### src/rtl/core/tzs_pkg.sv
// shared types and constants for threshold zero suppression
`timescale 1ns / 1ps

package tzs_pkg;

  localparam int SMP_W      = 12;
  localparam int TICK_W     = 12;
  localparam int THR_W      = 12;
  localparam int SUM_W      = SMP_W + 2;
  localparam int PREFIX_LEN = 4;
  localparam int PIDX_W     = $clog2(PREFIX_LEN);
  localparam int OPQ_DEPTH  = 4;
  localparam int OPQ_AW     = $clog2(OPQ_DEPTH);

  localparam logic [PIDX_W-1:0] PIDX_LAST = PIDX_W'(PREFIX_LEN - 1);

  typedef enum logic {
    OP_TEST,
    OP_FLUSH
  } op_kind_t;

  // one unit of work handed from the front to the back
  typedef struct packed {
    op_kind_t            kind;
    logic [SMP_W-1:0]    sample;
    logic [TICK_W-1:0]   tick;
    logic                kept;
    logic                step_last;
  } op_t;

endpackage

### src/rtl/core/tzs_opq.sv
// small fifo of classified ops between front and back
`timescale 1ns / 1ps

module tzs_opq import tzs_pkg::*; (
  input  logic clk,
  input  logic rst,
  input  logic push,
  input  op_t  push_op,
  output logic full,
  input  logic pop,
  output logic head_valid,
  output op_t  head_op
);

  op_t               slots [OPQ_DEPTH];
  logic [OPQ_AW-1:0] wptr;
  logic [OPQ_AW-1:0] rptr;
  logic [OPQ_AW:0]   count;

  assign full       = (count == (OPQ_AW + 1)'(OPQ_DEPTH));
  assign head_valid = (count != '0);
  assign head_op    = slots[rptr];

  always_ff @(posedge clk) begin
    if (rst) begin
      wptr  <= '0;
      rptr  <= '0;
      count <= '0;
    end else begin
      if (push) begin
        slots[wptr] <= push_op;
        wptr        <= wptr + 1'b1;
      end
      if (pop) begin
        rptr <= rptr + 1'b1;
      end
      case ({push, pop})
        2'b10:   count <= count + 1'b1;
        2'b01:   count <= count - 1'b1;
        default: count <= count;
      endcase
    end
  end

  a_no_overflow: assert property (@(posedge clk) disable iff (rst) push |-> !full)
    else $error("op queue written while full");
  a_no_underflow: assert property (@(posedge clk) disable iff (rst) pop |-> head_valid)
    else $error("op queue read while empty");

endmodule

### src/rtl/core/tzs_front.sv
// front: accepts samples, builds the baseline, replays the prefix and classifies
`timescale 1ns / 1ps

module tzs_front import tzs_pkg::*; #(
  parameter int ADC_BITS  = 12,
  parameter int MAX_TICKS = 4096
) (
  input  logic             clk,
  input  logic             rst,
  input  logic             cfg_write_en,
  input  logic [THR_W-1:0] cfg_write_data,
  input  logic             sample_valid,
  output logic             sample_stall,
  input  logic [SMP_W-1:0] adc_sample,
  input  logic             waveform_end,
  input  logic             q_full,
  output logic             q_push,
  output op_t              q_op
);

  localparam int CW = $clog2(MAX_TICKS);
  localparam int SW = (ADC_BITS < SMP_W) ? ADC_BITS : SMP_W;
  localparam logic [SMP_W-1:0] SMP_MASK  = SMP_W'((64'd1 << SW) - 64'd1);
  localparam logic [CW-1:0]    CNT_MAX   = CW'(MAX_TICKS - 1);
  localparam logic [CW-1:0]    CNT_PRE   = CW'(PREFIX_LEN);
  localparam logic [CW-1:0]    CNT_PLAST = CW'(PREFIX_LEN - 1);
  localparam logic [THR_W-1:0] THR_RESET = THR_W'(5);

  typedef enum logic [1:0] {
    S_ACCEPT,
    S_REPLAY,
    S_FLUSH
  } state_t;

  state_t            state;
  logic [CW-1:0]     count;
  logic [SUM_W-1:0]  sum;
  logic [THR_W-1:0]  threshold;
  logic [SMP_W-1:0]  pbuf [PREFIX_LEN];
  logic [PIDX_W-1:0] rep_idx;
  logic              rep_end;

  logic [SMP_W-1:0] x;
  logic             accept;
  logic             in_pre;
  logic [SMP_W-1:0] test_x;
  logic [SUM_W-1:0] quad;
  logic [SUM_W-1:0] dev;
  logic             kept;

  assign x            = adc_sample & SMP_MASK;
  assign sample_stall = !((state == S_ACCEPT) && !q_full);
  assign accept       = sample_valid && !sample_stall;
  assign in_pre       = (count < CNT_PRE);
  assign test_x       = (state == S_REPLAY) ? pbuf[rep_idx] : x;

  // |4x - sum| > 4*threshold
  assign quad = {test_x, 2'b00};
  assign dev  = (quad >= sum) ? (quad - sum) : (sum - quad);
  assign kept = (dev > {threshold, 2'b00});

  always_comb begin
    q_push         = 1'b0;
    q_op.kind      = OP_TEST;
    q_op.sample    = test_x;
    q_op.tick      = TICK_W'(count);
    q_op.kept      = kept;
    q_op.step_last = !waveform_end;
    unique case (state)
      S_ACCEPT: begin
        q_push = accept && !in_pre;
      end
      S_REPLAY: begin
        q_push         = !q_full;
        q_op.tick      = TICK_W'(rep_idx);
        q_op.step_last = (rep_idx == PIDX_LAST) && !rep_end;
      end
      S_FLUSH: begin
        q_push         = !q_full;
        q_op.kind      = OP_FLUSH;
        q_op.sample    = '0;
        q_op.tick      = '0;
        q_op.kept      = 1'b0;
        q_op.step_last = 1'b1;
      end
      default: begin
        q_push = 1'b0;
      end
    endcase
  end

  always_ff @(posedge clk) begin
    if (rst) begin
      state     <= S_ACCEPT;
      count     <= '0;
      sum       <= '0;
      threshold <= THR_RESET;
      rep_idx   <= '0;
      rep_end   <= 1'b0;
    end else begin
      if (cfg_write_en) begin
        threshold <= cfg_write_data;
      end
      unique case (state)
        S_ACCEPT: begin
          if (accept) begin
            if (in_pre) begin
              pbuf[count[PIDX_W-1:0]] <= x;
              sum <= (count == '0) ? SUM_W'(x) : sum + SUM_W'(x);
              if (count == CNT_PLAST) begin
                state   <= S_REPLAY;
                rep_idx <= '0;
                rep_end <= waveform_end;
              end
            end else if (waveform_end) begin
              state <= S_FLUSH;
            end
            if (waveform_end) begin
              count <= '0;
            end else if (count < CNT_MAX) begin
              count <= count + 1'b1;
            end
          end
        end
        S_REPLAY: begin
          if (!q_full) begin
            rep_idx <= rep_idx + 1'b1;
            if (rep_idx == PIDX_LAST) begin
              state <= rep_end ? S_FLUSH : S_ACCEPT;
            end
          end
        end
        S_FLUSH: begin
          if (!q_full) begin
            state <= S_ACCEPT;
          end
        end
        default: begin
          state <= S_ACCEPT;
        end
      endcase
    end
  end

endmodule

### src/rtl/core/tzs_back.sv
// back: segment tracking, held sample, result ordering and output register
`timescale 1ns / 1ps

module tzs_back import tzs_pkg::*; (
  input  logic              clk,
  input  logic              rst,
  input  logic              op_valid,
  input  op_t               op,
  output logic              op_pop,
  output logic              result_valid,
  input  logic              result_stall,
  output logic [SMP_W-1:0]  kept_sample,
  output logic [TICK_W-1:0] tick_index,
  output logic              segment_start,
  output logic              segment_end,
  output logic              run_last
);

  typedef struct packed {
    logic [SMP_W-1:0]  sample;
    logic [TICK_W-1:0] tick;
    logic              seg_start;
    logic              seg_end;
  } res_t;

  logic              held_valid;
  logic [SMP_W-1:0]  held_sample;
  logic [TICK_W-1:0] held_tick;
  logic              held_is_start;
  logic              seg_active;
  logic              tail_valid;
  res_t              tail;
  logic              close_pend;
  res_t              result;

  logic out_ready;
  logic fire_close;
  logic r_valid;
  res_t r;
  logic emit_old;
  logic t_valid;
  res_t t;
  logic keep_now;
  logic load_out;

  assign out_ready  = !result_valid || !result_stall;
  assign fire_close = close_pend && out_ready;
  assign op_pop     = !close_pend && op_valid && out_ready;
  assign keep_now   = (op.kind == OP_TEST) && op.kept;

  // the held sample leaves whenever anything follows it
  assign r_valid     = held_valid;
  assign r.sample    = held_sample;
  assign r.tick      = held_tick;
  assign r.seg_start = held_is_start;
  assign r.seg_end   = !keep_now;

  assign emit_old = r_valid && tail_valid;
  assign t_valid  = tail_valid || r_valid;
  assign t        = r_valid ? r : tail;

  // output register gets a new beat this edge
  assign load_out = fire_close || (op_pop && (emit_old || (op.step_last && t_valid)));

  assign kept_sample   = result.sample;
  assign tick_index    = result.tick;
  assign segment_start = result.seg_start;
  assign segment_end   = result.seg_end;

  always_ff @(posedge clk) begin
    if (rst) begin
      held_valid    <= 1'b0;
      held_sample   <= '0;
      held_tick     <= '0;
      held_is_start <= 1'b0;
      seg_active    <= 1'b0;
      tail_valid    <= 1'b0;
      close_pend    <= 1'b0;
      result_valid  <= 1'b0;
      run_last      <= 1'b0;
    end else begin
      if (load_out) begin
        result_valid <= 1'b1;
      end else if (out_ready) begin
        result_valid <= 1'b0;
      end
      if (fire_close) begin
        result       <= tail;
        run_last     <= 1'b1;
        tail_valid   <= 1'b0;
        close_pend   <= 1'b0;
      end else if (op_pop) begin
        if (keep_now) begin
          held_is_start <= !seg_active;
          held_sample   <= op.sample;
          held_tick     <= op.tick;
          held_valid    <= 1'b1;
          seg_active    <= 1'b1;
        end else begin
          held_valid <= 1'b0;
          seg_active <= 1'b0;
        end
        if (emit_old) begin
          result       <= tail;
          run_last     <= 1'b0;
        end
        if (op.step_last && t_valid) begin
          if (emit_old) begin
            tail       <= t;
            tail_valid <= 1'b1;
            close_pend <= 1'b1;
          end else begin
            result       <= t;
            run_last     <= 1'b1;
            tail_valid   <= 1'b0;
          end
        end else begin
          tail       <= t;
          tail_valid <= t_valid;
        end
      end
    end
  end

  a_close_has_tail: assert property (@(posedge clk) disable iff (rst)
    close_pend |-> tail_valid)
    else $error("close pending without a tail result");
  a_held_in_segment: assert property (@(posedge clk) disable iff (rst)
    held_valid |-> seg_active)
    else $error("held sample outside an open segment");
  a_flush_clears: assert property (@(posedge clk) disable iff (rst)
    (op_pop && (op.kind == OP_FLUSH)) |=> (!held_valid && !seg_active))
    else $error("flush left segment state behind");

endmodule

### src/rtl/core/threshold_zero_suppression.sv
// top level of the baseline subtracted threshold zero suppression block
`timescale 1ns / 1ps

// Zero suppression of one ADC waveform at a time. The first four samples of a
// waveform are buffered and their sum forms the baseline; once the fourth one
// arrives the four are replayed through the threshold comparator. A sample is
// kept when |4*x - sum| > 4*threshold, and kept samples leave with their tick,
// segment start and segment end flags, and run_last on the last result of each
// input beat. A segment still open when waveform_end arrives is closed there.
// Waveforms shorter than four samples give no results. Rate: one sample per
// clock from the fifth sample on while the op queue is not full; after the
// fourth sample of a waveform the input stalls for a four-op prefix replay
// through the single comparator, and after the last sample for a flush slot.
// Results of a beat come out once that beat's last op has been resolved in the
// back end. A four entry op queue between front and back absorbs output stalls.
// No clearing pass after reset; the block takes samples as soon as reset ends.

module threshold_zero_suppression import tzs_pkg::*; #(
  parameter int ADC_BITS  = 12,
  parameter int MAX_TICKS = 4096
) (
  input  logic              clk,
  input  logic              rst,
  // threshold register write
  input  logic              cfg_write_en,
  input  logic [THR_W-1:0]  cfg_write_data,
  // sample beats
  input  logic              sample_valid,
  output logic              sample_stall,
  input  logic [SMP_W-1:0]  adc_sample,
  input  logic              waveform_end,
  // result beats
  output logic              result_valid,
  input  logic              result_stall,
  output logic [SMP_W-1:0]  kept_sample,
  output logic [TICK_W-1:0] tick_index,
  output logic              segment_start,
  output logic              segment_end,
  output logic              run_last
);

  // front to queue
  logic q_push;
  op_t  q_op;
  logic q_full;

  // queue to back
  logic head_valid;
  op_t  head_op;
  logic head_pop;

  // front: counter, baseline sum, prefix buffer and the threshold compare
  tzs_front #(
    .ADC_BITS  (ADC_BITS),
    .MAX_TICKS (MAX_TICKS)
  ) u_front (
    .clk            (clk),
    .rst            (rst),
    .cfg_write_en   (cfg_write_en),
    .cfg_write_data (cfg_write_data),
    .sample_valid   (sample_valid),
    .sample_stall   (sample_stall),
    .adc_sample     (adc_sample),
    .waveform_end   (waveform_end),
    .q_full         (q_full),
    .q_push         (q_push),
    .q_op           (q_op)
  );

  // classified ops wait here so the front keeps going while results stall
  tzs_opq u_opq (
    .clk        (clk),
    .rst        (rst),
    .push       (q_push),
    .push_op    (q_op),
    .full       (q_full),
    .pop        (head_pop),
    .head_valid (head_valid),
    .head_op    (head_op)
  );

  // back: held sample, segment flags, run_last ordering and output register
  tzs_back u_back (
    .clk           (clk),
    .rst           (rst),
    .op_valid      (head_valid),
    .op            (head_op),
    .op_pop        (head_pop),
    .result_valid  (result_valid),
    .result_stall  (result_stall),
    .kept_sample   (kept_sample),
    .tick_index    (tick_index),
    .segment_start (segment_start),
    .segment_end   (segment_end),
    .run_last      (run_last)
  );

endmodule
### config.mk
export PLATFORM = sky130hd
export DESIGN_NAME = threshold_zero_suppression
export DESIGN_NICKNAME = d
export VERILOG_FILES = /design/src/rtl/core/tzs_pkg.sv /design/src/rtl/core/tzs_opq.sv /design/src/rtl/core/tzs_front.sv /design/src/rtl/core/tzs_back.sv /design/src/rtl/core/threshold_zero_suppression.sv
export SDC_FILE = /design/constraint.sdc
export NUM_CORES = 1
export LEC_CHECK = 0
export BUFFER_PORTS_ARGS = -buffer_cell sky130_fd_sc_hd__buf_2
export CAP_MARGIN = 20
export CELL_PAD_IN_SITES_DETAIL_PLACEMENT = 0
export CELL_PAD_IN_SITES_GLOBAL_PLACEMENT = 1
export CORE_MARGIN = 5
export CORE_UTILIZATION = 25
export CTS_BUF_LIST = sky130_fd_sc_hd__clkbuf_16
export DETAILED_ROUTE_END_ITERATION = 8
export PLACE_DENSITY_LB_ADDON = 0.1
export SYNTH_ARGS = -nofsm -noshare
export SYNTH_HDL_FRONTEND = slang
export SYNTH_SLANG_ARGS = --single-unit
export TNS_END_PERCENT = 100
### constraint.sdc
create_clock -name clk -period 8.46 [get_ports clk]
set_input_delay 2.115 -clock clk [delete_from_list [all_inputs] [get_ports clk]]
set_output_delay 2.115 -clock clk [all_outputs]
set_load 0.02 [all_outputs]
# ---- Word level (Yosys, flattened, before mapping)
# Memories as Yosys holds them, arrays and structs flattened. A register that Yosys moved wholly into a read port is not among the register bits.
# Cells that the tools add are included.
dict set report word_totals {
  input_bits 30
  word_cells 159
  mem_bits_rw 156
  memories 2
  regBits 132
  out_inout_bits 29
}
# memory words width rd rd_ports_with_merged_regs wr line_no
set memory_table {}
lappend memory_table {u_opq.slots 4 27 1 1 1 tzs_opq.sv:15} ;# op_t slots [OPQ_DEPTH];
lappend memory_table {u_front.pbuf 4 12 1 1 1 tzs_front.sv:39} ;# logic [SMP_W-1:0] pbuf [PREFIX_LEN];
dict set report op_classes {
  eq_ne 16
  magnitude_cmp 4
  n_bitwise 3
  n_reduce_logical 45
  muxes 55
  add_sub_neg 9
}
# operator n
set op_table {}
lappend op_table {{$mux 26} 8}
lappend op_table {{$mux 12} 3}
lappend op_table {{$mux 2} 16}
lappend op_table {{$mux 14} 2}
lappend op_table {{$sub 14x14->14} 2}
lappend op_table {{$pmux 12 s2} 1}
lappend op_table {{$mux 1} 19}
lappend op_table {{$add 14x12->14} 1}
lappend op_table {{$ge 14x14->1} 1}
lappend op_table {{$gt 14x14->1} 1}
lappend op_table {{$mux 13} 1}
lappend op_table {{$add 12x1->12 const B} 1}
lappend op_table {{$eq 12x2->1 const B} 1}
lappend op_table {{$logic_not 12->1} 1}
lappend op_table {{$lt 12x12->1 const B} 1}
lappend op_table {{$lt 12x3->1 const B} 1}
lappend op_table {{$reduce_and 3->1} 4}
lappend op_table {{$logic_and 1x1->1} 11}
lappend op_table {{$logic_not 1->1} 10}
lappend op_table {{$reduce_bool 2->1} 5}
lappend op_table {{$ne 2x2->1 const B} 4}
lappend op_table {{$reduce_and 4->1} 2}
lappend op_table {{$add 2x1->2 const B} 3}
lappend op_table {{$eq 2x2->1 const B} 3}
lappend op_table {{19 further kinds} 30}

# ---- Logic depth before layout (Yosys ltp)
# Gate-level depths: netlist of run 1.
dict set report depth {
  word_depth 9
  ltp_mapped 23
  ltp_nobuf 20
}

# ---- Cells and area by module
# Synthesis of run 1 repeated with hierarchy kept, for this count alone.
dict set report hier_totals {
  cells_unflattened 1148
  area_unflattened_um2 14527.7
}
# module area_per_inst_um2 seq_area_each_um2 instances cells_each
set by_module_without_submodules {}
lappend by_module_without_submodules {tzs_front 5965.7 2342.2 1 598}
lappend by_module_without_submodules {tzs_opq 4374.2 3423.3 1 185}
lappend by_module_without_submodules {tzs_back 4187.8 2162.1 1 365}

# ---- Least setup slack after synthesis of run 1
# OpenSTA, ideal clock, no wires.
dict set report synth_timing {
  path_kind {in2reg}
  from {input port adc_sample[1]}
  to {memory u_opq.slots[0][1] (netlist name), data pin}
  n_path_buf 1
  path_stages 18
  t_arrival_ns 5.098
  setup_slack_ns 3.159
  required_time_ns 8.257
  cell_sequence {mux2i_1 -> inv_1 -> ha_1 -> or3_1 -> o22a_1 -> a31oi_1 -> o21ai_2 -> buf_6 -> a21oi_1 -> xor2_1 -> ha_1 -> a21oi_1 -> nor2b_1 -> o21ai_0 -> nand2b_1 -> a21oi_1 -> o221a_2 -> nor3_1}
}
# element line_no
set synth_rtl {}
lappend synth_rtl {{from (decl)} threshold_zero_suppression.sv:30} ;# input logic [SMP_W-1:0] adc_sample,
lappend synth_rtl {{to (decl)} tzs_opq.sv:15}

==> impl_results.md, run 1 <==
- Initial core utilization: 0.251
- Largest buffer count on any clock path: 3
- Vias in the first global route: 8,887
- Detailed placement HPWL: 23,700 um
- Max Fclk: 177 MHz
- Synth cell types: 77
- Worst slew margin: 0.381
- CP arrival: 5.98 ns
- WL final: 34,500 um
- Fillers: 5,655
- DR vias/cell: between 4 and 5
- Top cell by count, worst path: a21oi_1
- Core Footprint: between 50,000 and 60,000 um^2
- H-Tree Depth: 2
- Worst setup skew after layout: 0.0173 ns
- Crit-path max FO: 17
- Die width: about 240 um
- Final nets: 1,254
- Root Driver: clkbuf_16
- Most common cell after layout, fill and taps aside: edfxtp_1
- Mapped Cells: about 1,100
- 1st-iter DRT viols: between 300 and 400
- Number of synthesized flops with an enable pin: roughly 210
- Critical path class: input port to flip-flop
- Worst-margin pin slew: 0.928 ns
- Reg clk slew, reported paths: 0.05 ns
- Post-Syn Area: 13,800 um^2
- Yosys warns: 0
- Hold_buf cts: 0
- Critical Path RT: 8.78 ns
- Worst setup EP type: flip-flop
- Max Slew Vio Count: 0
- Setup TNS: 0 ns
- GPL Wtd Cong: 0.774
- RSZ-0062 raised after global routing: false
- PD cells: between 200 and 300 nW/um^2
- Crit-path slowest cell: o21ai_2
- Asr flop ratio synth: 0
- Commonest cells after routing, fill and taps aside: 208 x edfxtp_1, 115 x nand2_1, 82 x dfxtp_1, 74 x inv_1, 73 x nor2_1
- Max incr delay on CP: between 0.6 and 0.7 ns
- Crit-path cells: buf_2, mux2i_1, inv_1, ha_1, o21a_1, o22a_1, a31oi_1, o21ai_2, nor3_1, a21oi_1, xor2_1, ha_1, a21oi_1, nor2b_1, o21ai_0, nand2b_1, a21oi_1, o221a_2, nor3_1
- Final WS setup: 2.80 ns
- Routed Antenna Nets: 0
- Ant diodes: 0
- IO Count: 59
- Die Y-Extent: 245 um
- PortBufs: 58
- Static Leak: 5.86 nW
- # rows: 86
- Clk sinks: 292
- Status: completed
- CTS Buf Count: 38
- Gates resized, CTS repair: 0
- Main flop type after synthesis: edfxtp_1
- Largest net degree at the start of global routing: 45
- Post-CTS Setup Repair Bufs: 0
- Layout area overhead: 16.2%
- Total grt overflow: 0
- Synthesized Nets: 1,194
- Via Count: 8,537
- Post-Syn Area per Cell: between 10 and 15 um^2
- Initial antenna violation count: 0
- Crit share post-route: 0.669
- Setup WS pre-CTS: 2.20 ns
- DR WL/cell: 18.2 um
- VDD IR max: 0.112 mV
- Post-route minimum period: 5.66 ns
- Remaining DRCs: 0
- DIE AREA: 60,000 um^2
- Final hold vios: 0
- HP Class: flip-flop to flip-flop
- Max Cap Viol: 0
- Global-route usage over all layers: 0.115
- Post-synthesis sequential area ratio: 0.575
- FF+latch count, synth: 292
- TritonRoute pass-1 iters: 4
- # setup viols final: 0
- Share of cells above drive strength 1: 0.178
- Worst-skew pair later-pin latency: 0.55 ns
- Nature of the critical path startpoint: input port
- First-pass GRT wire length: around 54,000 um
- CTS tree: built
[worst max-delay path, delay by kind of cell]
family | cells | cell delay (ns)
and+or+nand+nor | 4 | 0.64
buffers and inverters | 2 | 0.24
AOI/OAI and AO/OA | 9 | 1.84
muxes | 1 | 0.38
xor gates and xnor gates | 1 | 0.09
adders and majority gates | 2 | 0.68
[metal layers]
metal | GRT usage | share of wire | up-vias | wire length (um)
li1 | - | - | 4179 | -
met1 | 0.159 | 0.49 | 4178 | 16800
met2 | 0.186 | 0.46 | 135 | 15700
met3 | 0.0237 | 0.039 | 45 | 1360
met4 | 0.0295 | 0.020 | 0 | 675
met5 | 0 | 0 | - | 0
[stage by stage]
step            util  instance area [um^2]  hold WS, ns  total power [W]  std cells
6_report       0.292                 16000        0.452          0.00450       1894
5_1_grt        0.292                 16000        0.474          0.00479       1894
3_3_place_gp   0.271                 14900        0.447          0.00305       1823
4_1_cts        0.292                 16000        0.456          0.00460       1893
2_1_floorplan      -                 13800        0.433          0.00271       1100
3_5_place_dp   0.271                 14900        0.446          0.00305       1823
[synth_stat cells (all sizes together), types with 15 or more instances]
master  count  area [um^2]
o21ai      54          274
mux2i      59          591
mux2       27          304
nor2       74          280
nand2     115          432
a21oi      74          382
buf        23          121
clkbuf     27          101
xnor2      20          175
inv        59          221
nor2b      18          113
mux4       37          833
dfxtp      84         1680
edfxtp    208         6250
nand3      15         80.1
ha         61          763
[sequential cells by signal, summed over array words and instances, names as in the netlist, named ones only]
name,count
u_opq.slots,108
u_front.pbuf,48
u_back.tail,26
u_front.sum,14
u_back.held_sample,12
u_back.held_tick,12
u_back.kept_sample,12
u_back.tick_index,12
u_front.count,12
u_front.threshold,12
u_opq.count,3
u_front.rep_idx,2
u_front.state,2
u_opq.rptr,2
u_opq.wptr,2
u_back.close_pend,1
u_back.held_is_start,1
u_back.held_valid,1
u_back.result_valid,1
u_back.run_last,1
u_back.segment_end,1
u_back.segment_start,1
u_back.tail_valid,1
u_front.rep_end,1
[final timing paths]
check	startpoint	endpoint	slack (ns)	depth (start not counted)
hold / removal	u_back.held_tick[2]$_SDFFE_PP0P_	u_back.held_tick[2]$_SDFFE_PP0P_	0.45	2
setup reg to reg	flip-flop	u_opq.slots[1][1]$_DFFE_PP_	2.95	19
hold reg to reg	u_back.held_tick[2]$_SDFFE_PP0P_	u_back.held_tick[2]$_SDFFE_PP0P_	0.45	2
setup / recovery	adc_sample[1]	u_opq.slots[1][1]$_DFFE_PP_	2.80	19
[where the power goes]
group,internal [W],leakage [nW],switching (W)
clock network,0.000869,0.624,0.000633
registers,0.00175,2.59,0.000142
logic,0.000470,2.64,0.000630
[kinds of logic after synthesis]
logic type,Yosys count,synth area share
AOI/OAI and AO/OA,201,0.0916
muxes,123,0.125
adders and majority gates,64,0.0597
buffers and inverters,109,0.0322
xor gates and xnor gates,31,0.0197
and+or+nand+nor,280,0.0969
DFF,292,0.575
[cell type report]
class | count | area (um^2) | share of cell area
Inverter | 59 | 221 | 0.0138
Timing Repair Buffer | 70 | 388 | 0.0242
Multi-Input combinational cell | 699 | 5450 | 0.340
Clock buffer | 39 | 976 | 0.0609
Tap cell | 704 | 881 | 0.0550
Sequential cell | 292 | 7930 | 0.495
Clock inverter | 31 | 185 | 0.0116
(Power assumes the default switching activity.)
==> inputs of run 2 (changes only) <==
--- a/config.mk
+++ b/config.mk
@@ -5,6 +5,7 @@
 export SDC_FILE = /design/constraint.sdc
 export NUM_CORES = 1
 export LEC_CHECK = 0
+export ABC_AREA = 1
 export BUFFER_PORTS_ARGS = -buffer_cell sky130_fd_sc_hd__buf_2
 export CAP_MARGIN = 20
 export CELL_PAD_IN_SITES_DETAIL_PLACEMENT = 0
==> constraint.sdc (replaced) <==
create_clock -name clk -period 4.8 [get_ports clk]
set_input_delay 1.2 -clock clk [delete_from_list [all_inputs] [get_ports clk]]
set_output_delay 1.2 -clock clk [all_outputs]
set_load 0.02 [all_outputs]
==> impl_results.md, run 2 <==
- Synth area leaders: edfxtp_1 43%, dfxtp_1 12%, nand2_1 6.6% (was edfxtp_1 45%, dfxtp_1 12%, mux4_2 6.0%)
- Psw: 0.00363 W (was 0.00141 W)
- WL final: 42,000 um (was 34,500 um)
- Worst-margin pin slew: 0.957 ns (was 0.928 ns)
- CP bufs+invs: 5 (was 2)
- Post-Syn Area: 14,500 um^2 (was 13,800 um^2)
- Initial core utilization: 0.252 (was 0.251)
- PD cells: 562 nW/um^2 (was 281 nW/um^2)
- Sw Share: 0.382 (was 0.312)
- Initial antenna violation count: 0 (unchanged)
- Asr flop ratio synth: 0 (unchanged)
- Sequential share of power: 0.363 (was 0.421)
- Critical path class: flip-flop to flip-flop (was input port to flip-flop)
- Hold slack: 0.447 ns (was 0.452 ns)
- Post-route minimum period: 4.14 ns
- Placed cell count: 2,378 (was 1,823)
- Reg clk slew, reported paths: 0.06 ns (was 0.05 ns)
- Most common cell after layout, fill and taps aside: nand2_1 (was edfxtp_1)
- Post-synthesis sequential area ratio: 0.547 (was 0.575)
- Worst setup EP type: flip-flop (unchanged)
- Final hold vios: 0 (unchanged)
- Top delay family on crit path: compound AO/OA/AOI/OAI gates (unchanged)
- Nature of the critical path startpoint: flip-flop (was input port)
- Detailed placement HPWL: 29,700 um (was 23,700 um)
- Vias in the first global route: 11,157 (was 8,887)
- Layout area overhead: 16.6% (was 16.2%)
- Largest buffer count on any clock path: 3 (unchanged)
- Crit-path cells: inv_1, ha_1, buf_12, o21ai_0, ha_1, a21oi_1, nand2_2, nand2_2, nand2_4, inv_1, nand2_1, nand2_1, inv_1, ha_1, nand2_1, inv_1, a221oi_1, nor2_1, o21a_1 (was buf_2, mux2i_1, inv_1, ha_1, o21a_1, o22a_1, a31oi_1, o21ai_2, nor3_1, a21oi_1, xor2_1, ha_1, a21oi_1, nor2b_1, o21ai_0, nand2b_1, a21oi_1, o221a_2, nor3_1)
- Worst setup skew after layout: 0.0260 ns (was 0.0173 ns)
- Total grt overflow: 0 (unchanged)
- HP Class: flip-flop to flip-flop (unchanged)
- TritonRoute pass-1 iters: 4 (unchanged)
- Final std cells w/o fill: 2,447 (was 1,894)
- 1st-iter DRT viols: 696 (was 372)
- Die width: 251 um (was 245 um)
- IO Count: 59 (unchanged)
- GPL Wtd Cong: 0.787 (was 0.774)
- CTS Buf Count: 38 (unchanged)
- Ant diodes: 0 (unchanged)
- Setup WS pre-CTS: 0.163 ns (was 2.20 ns)
- Max Cap Viol: 0 (unchanged)
- Clk sinks: 292 (unchanged)
- Number of synthesized flops with an enable pin: 208 (unchanged)
- Top cell by count, worst path: inv_1 (was a21oi_1)
- RSZ-0062 raised after global routing: false (unchanged)
- Setup TNS: 0 ns (unchanged)
- # rows: 88 (was 86)
- Root Driver: clkbuf_16 (unchanged)
- Critical Path RT: 5.08 ns (was 8.78 ns)
- Main flop type after synthesis: edfxtp_1 (unchanged)
- Max Fclk: 242 MHz
- Max Slew Vio Count: 0 (unchanged)
- Commonest cells after routing, fill and taps aside: 254 x nand2_1, 208 x edfxtp_1, 205 x inv_1, 174 x nor2_1, 160 x o21ai_0 (was 208 x edfxtp_1, 115 x nand2_1, 82 x dfxtp_1, 74 x inv_1, 73 x nor2_1)
- Fin util: 0.294 (was 0.292)
- Synth cell types: 52 (was 77)
- Most flops, register: u_opq.slots (unchanged)
- Post-Syn Area per Cell: 9.12 um^2 (was 12.5 um^2)
- Fillers: 6,140 (was 5,655)
- Max incr delay on CP: 0.43 ns (was 0.67 ns)
- Status: completed (unchanged)
- PortBufs: 58 (unchanged)
- Static Leak: 6.76 nW (was 5.86 nW)
- Crit-path max FO: 22 (was 17)
- Die Y-Extent: 251 um (was 245 um)
- FF+latch count, synth: 292 (unchanged)
- Comb power frac: 0.353 (was 0.245)
- DR WL/cell: 17.2 um (was 18.2 um)
- # setup viols final: 0 (unchanged)
- Core Footprint: 57,600 um^2 (was 54,900 um^2)
- Post-CTS Setup Repair Bufs: 0 (unchanged)
- Most frequent cell after synthesis: nand2_1 (was edfxtp_1)
- VDD IR max: 0.288 mV (was 0.112 mV)
- H-Tree Depth: 2 (unchanged)
- Post-synth top cells: 254 x nand2_1, 208 x edfxtp_1, 196 x inv_1 (was 208 x edfxtp_1, 115 x nand2_1, 84 x dfxtp_1)
- First-pass GRT wire length: 65,400 um (was 54,100 um)
- Mapped Cells: 1,590 (was 1,100)
- Share of cells above drive strength 1: 0.112 (was 0.178)
- Post-synth top area cell: edfxtp_1 (unchanged)
- Synthesized Nets: 1,684 (was 1,194)
- CP arrival: 4.42 ns (was 5.98 ns)
- Via Count: 11,001 (was 8,537)
- Hold_buf cts: 0 (unchanged)
- Gates resized, CTS repair: 0 (unchanged)
- Worst slew margin: 0.361 (was 0.381)
- Largest net degree at the start of global routing: 57 (was 45)
- Worst-skew pair later-pin latency: 0.56 ns (was 0.55 ns)
- Crit share post-route: 0.863
- Yosys warns: 0 (unchanged)
- Routed Antenna Nets: 0 (unchanged)
- Global-route usage over all layers: 0.131 (was 0.115)
- Remaining DRCs: 0 (unchanged)
- CTS tree: built (unchanged)
- Clk network pwr share: 0.284 (was 0.334)
- Final WS setup: 0.660 ns (was 2.80 ns)
- DIE AREA: 62,900 um^2 (was 60,000 um^2)
- Crit-path slowest cell: o21ai_0 (was o21ai_2)
- Area share of the largest cell type after synthesis: 0.431 (was 0.453)
- Max reg flops: 108 (unchanged)
- Power Internal: 0.00586 W (was 0.00309 W)
- DR vias/cell: 4.50 (was 4.51)
- Final nets: 1,747 (was 1,254)
==> run 2: cell types whose count changed after synthesis, moves of 27 or more <==
cell     change
nand3_1     +37
o21ai_0    +119
mux2_2      -27
mux4_2      -37
nor2_1     +107
inv_1      +138
a21oi_1     +62
mux2i_1     -59
o22ai_1     +27
nand2_1    +139
==> run 2: kinds of logic (layout without fill, tap and decap cells) <==
family / after synthesis / count (layout) / synth area share
compound gates: 396 / 396 / 0.151
flops: 292 / 292 / 0.547
fa+ha+maj: 64 / 64 / 0.0568
xor+xnor: 15 / 15 / 0.00906
simple gates: 550 / 550 / 0.162
buf+inv: 273 / 365 / 0.0744
==> run 2: worst paths after layout <==
check / slack (ns) / cells past startpoint / end / startpoint
worst max-delay path: 0.66 / 19 / u_opq.slots[1][1]$_DFFE_PP_ / u_front.state[1]$_SDFFE_PP0P_
worst min-delay path: 0.45 / 2 / u_back.held_tick[8]$_SDFFE_PP0P_ / u_back.held_tick[8]$_SDFFE_PP0P_
worst max register to register: 0.66 / 19 / u_opq.slots[1][1]$_DFFE_PP_ / u_front.state[1]$_SDFFE_PP0P_
worst min register to register: 0.45 / 2 / u_back.held_tick[8]$_SDFFE_PP0P_ / u_back.held_tick[8]$_SDFFE_PP0P_
==> run 2: routing by layer <==
metal | up-vias | global-route usage | share of wire
li1 | 5567 | - | -
met1 | 5273 | 0.174 | 0.46
met2 | 113 | 0.225 | 0.48
met3 | 48 | 0.0200 | 0.032
met4 | 0 | 0.0368 | 0.021
met5 | - | 0 | 0
==> run 2: through the flow <==
step | area, um^2 | total power (W)
2_1_floorplan | 14500 | 0.00586
3_5_place_dp | 15700 | 0.00693
4_1_cts | 16900 | 0.00972
5_1_grt | 16900 | 0.0103
3_3_place_gp | 15700 | 0.00695
6_report | 16900 | 0.00949
==> run 2: power by group through the flow <==
| stage | logic, W | registers, W | clock network [W] |
|---|---|---|---|
| 6_report | 0.00335 | 0.00344 | 0.00270 |
| 5_1_grt | 0.00386 | 0.00349 | 0.00292 |
| 4_1_cts | 0.00345 | 0.00345 | 0.00281 |
| 3_5_place_dp | 0.00343 | 0.00350 | 0 |
| 3_3_place_gp | 0.00345 | 0.00350 | 0 |
| 2_1_floorplan | 0.00235 | 0.00351 | 0 |
==> run 2: cell type report <==
class	count	area, um^2	share of cell area
sequential	292	7930	0.469
multi-input combinational	1025	5520	0.326
timing repair buffer	88	541	0.0320
inverter	208	781	0.0462
clock inverter	31	233	0.0138
clock buffer	38	951	0.0563
tap	765	957	0.0566
==> run 2: tightest hold or removal path, stage by stage (launching register included) <==
cell and delay [ns]:
dfxtp_1 0.31, inv_1 0.05, a21oi_1 0.05
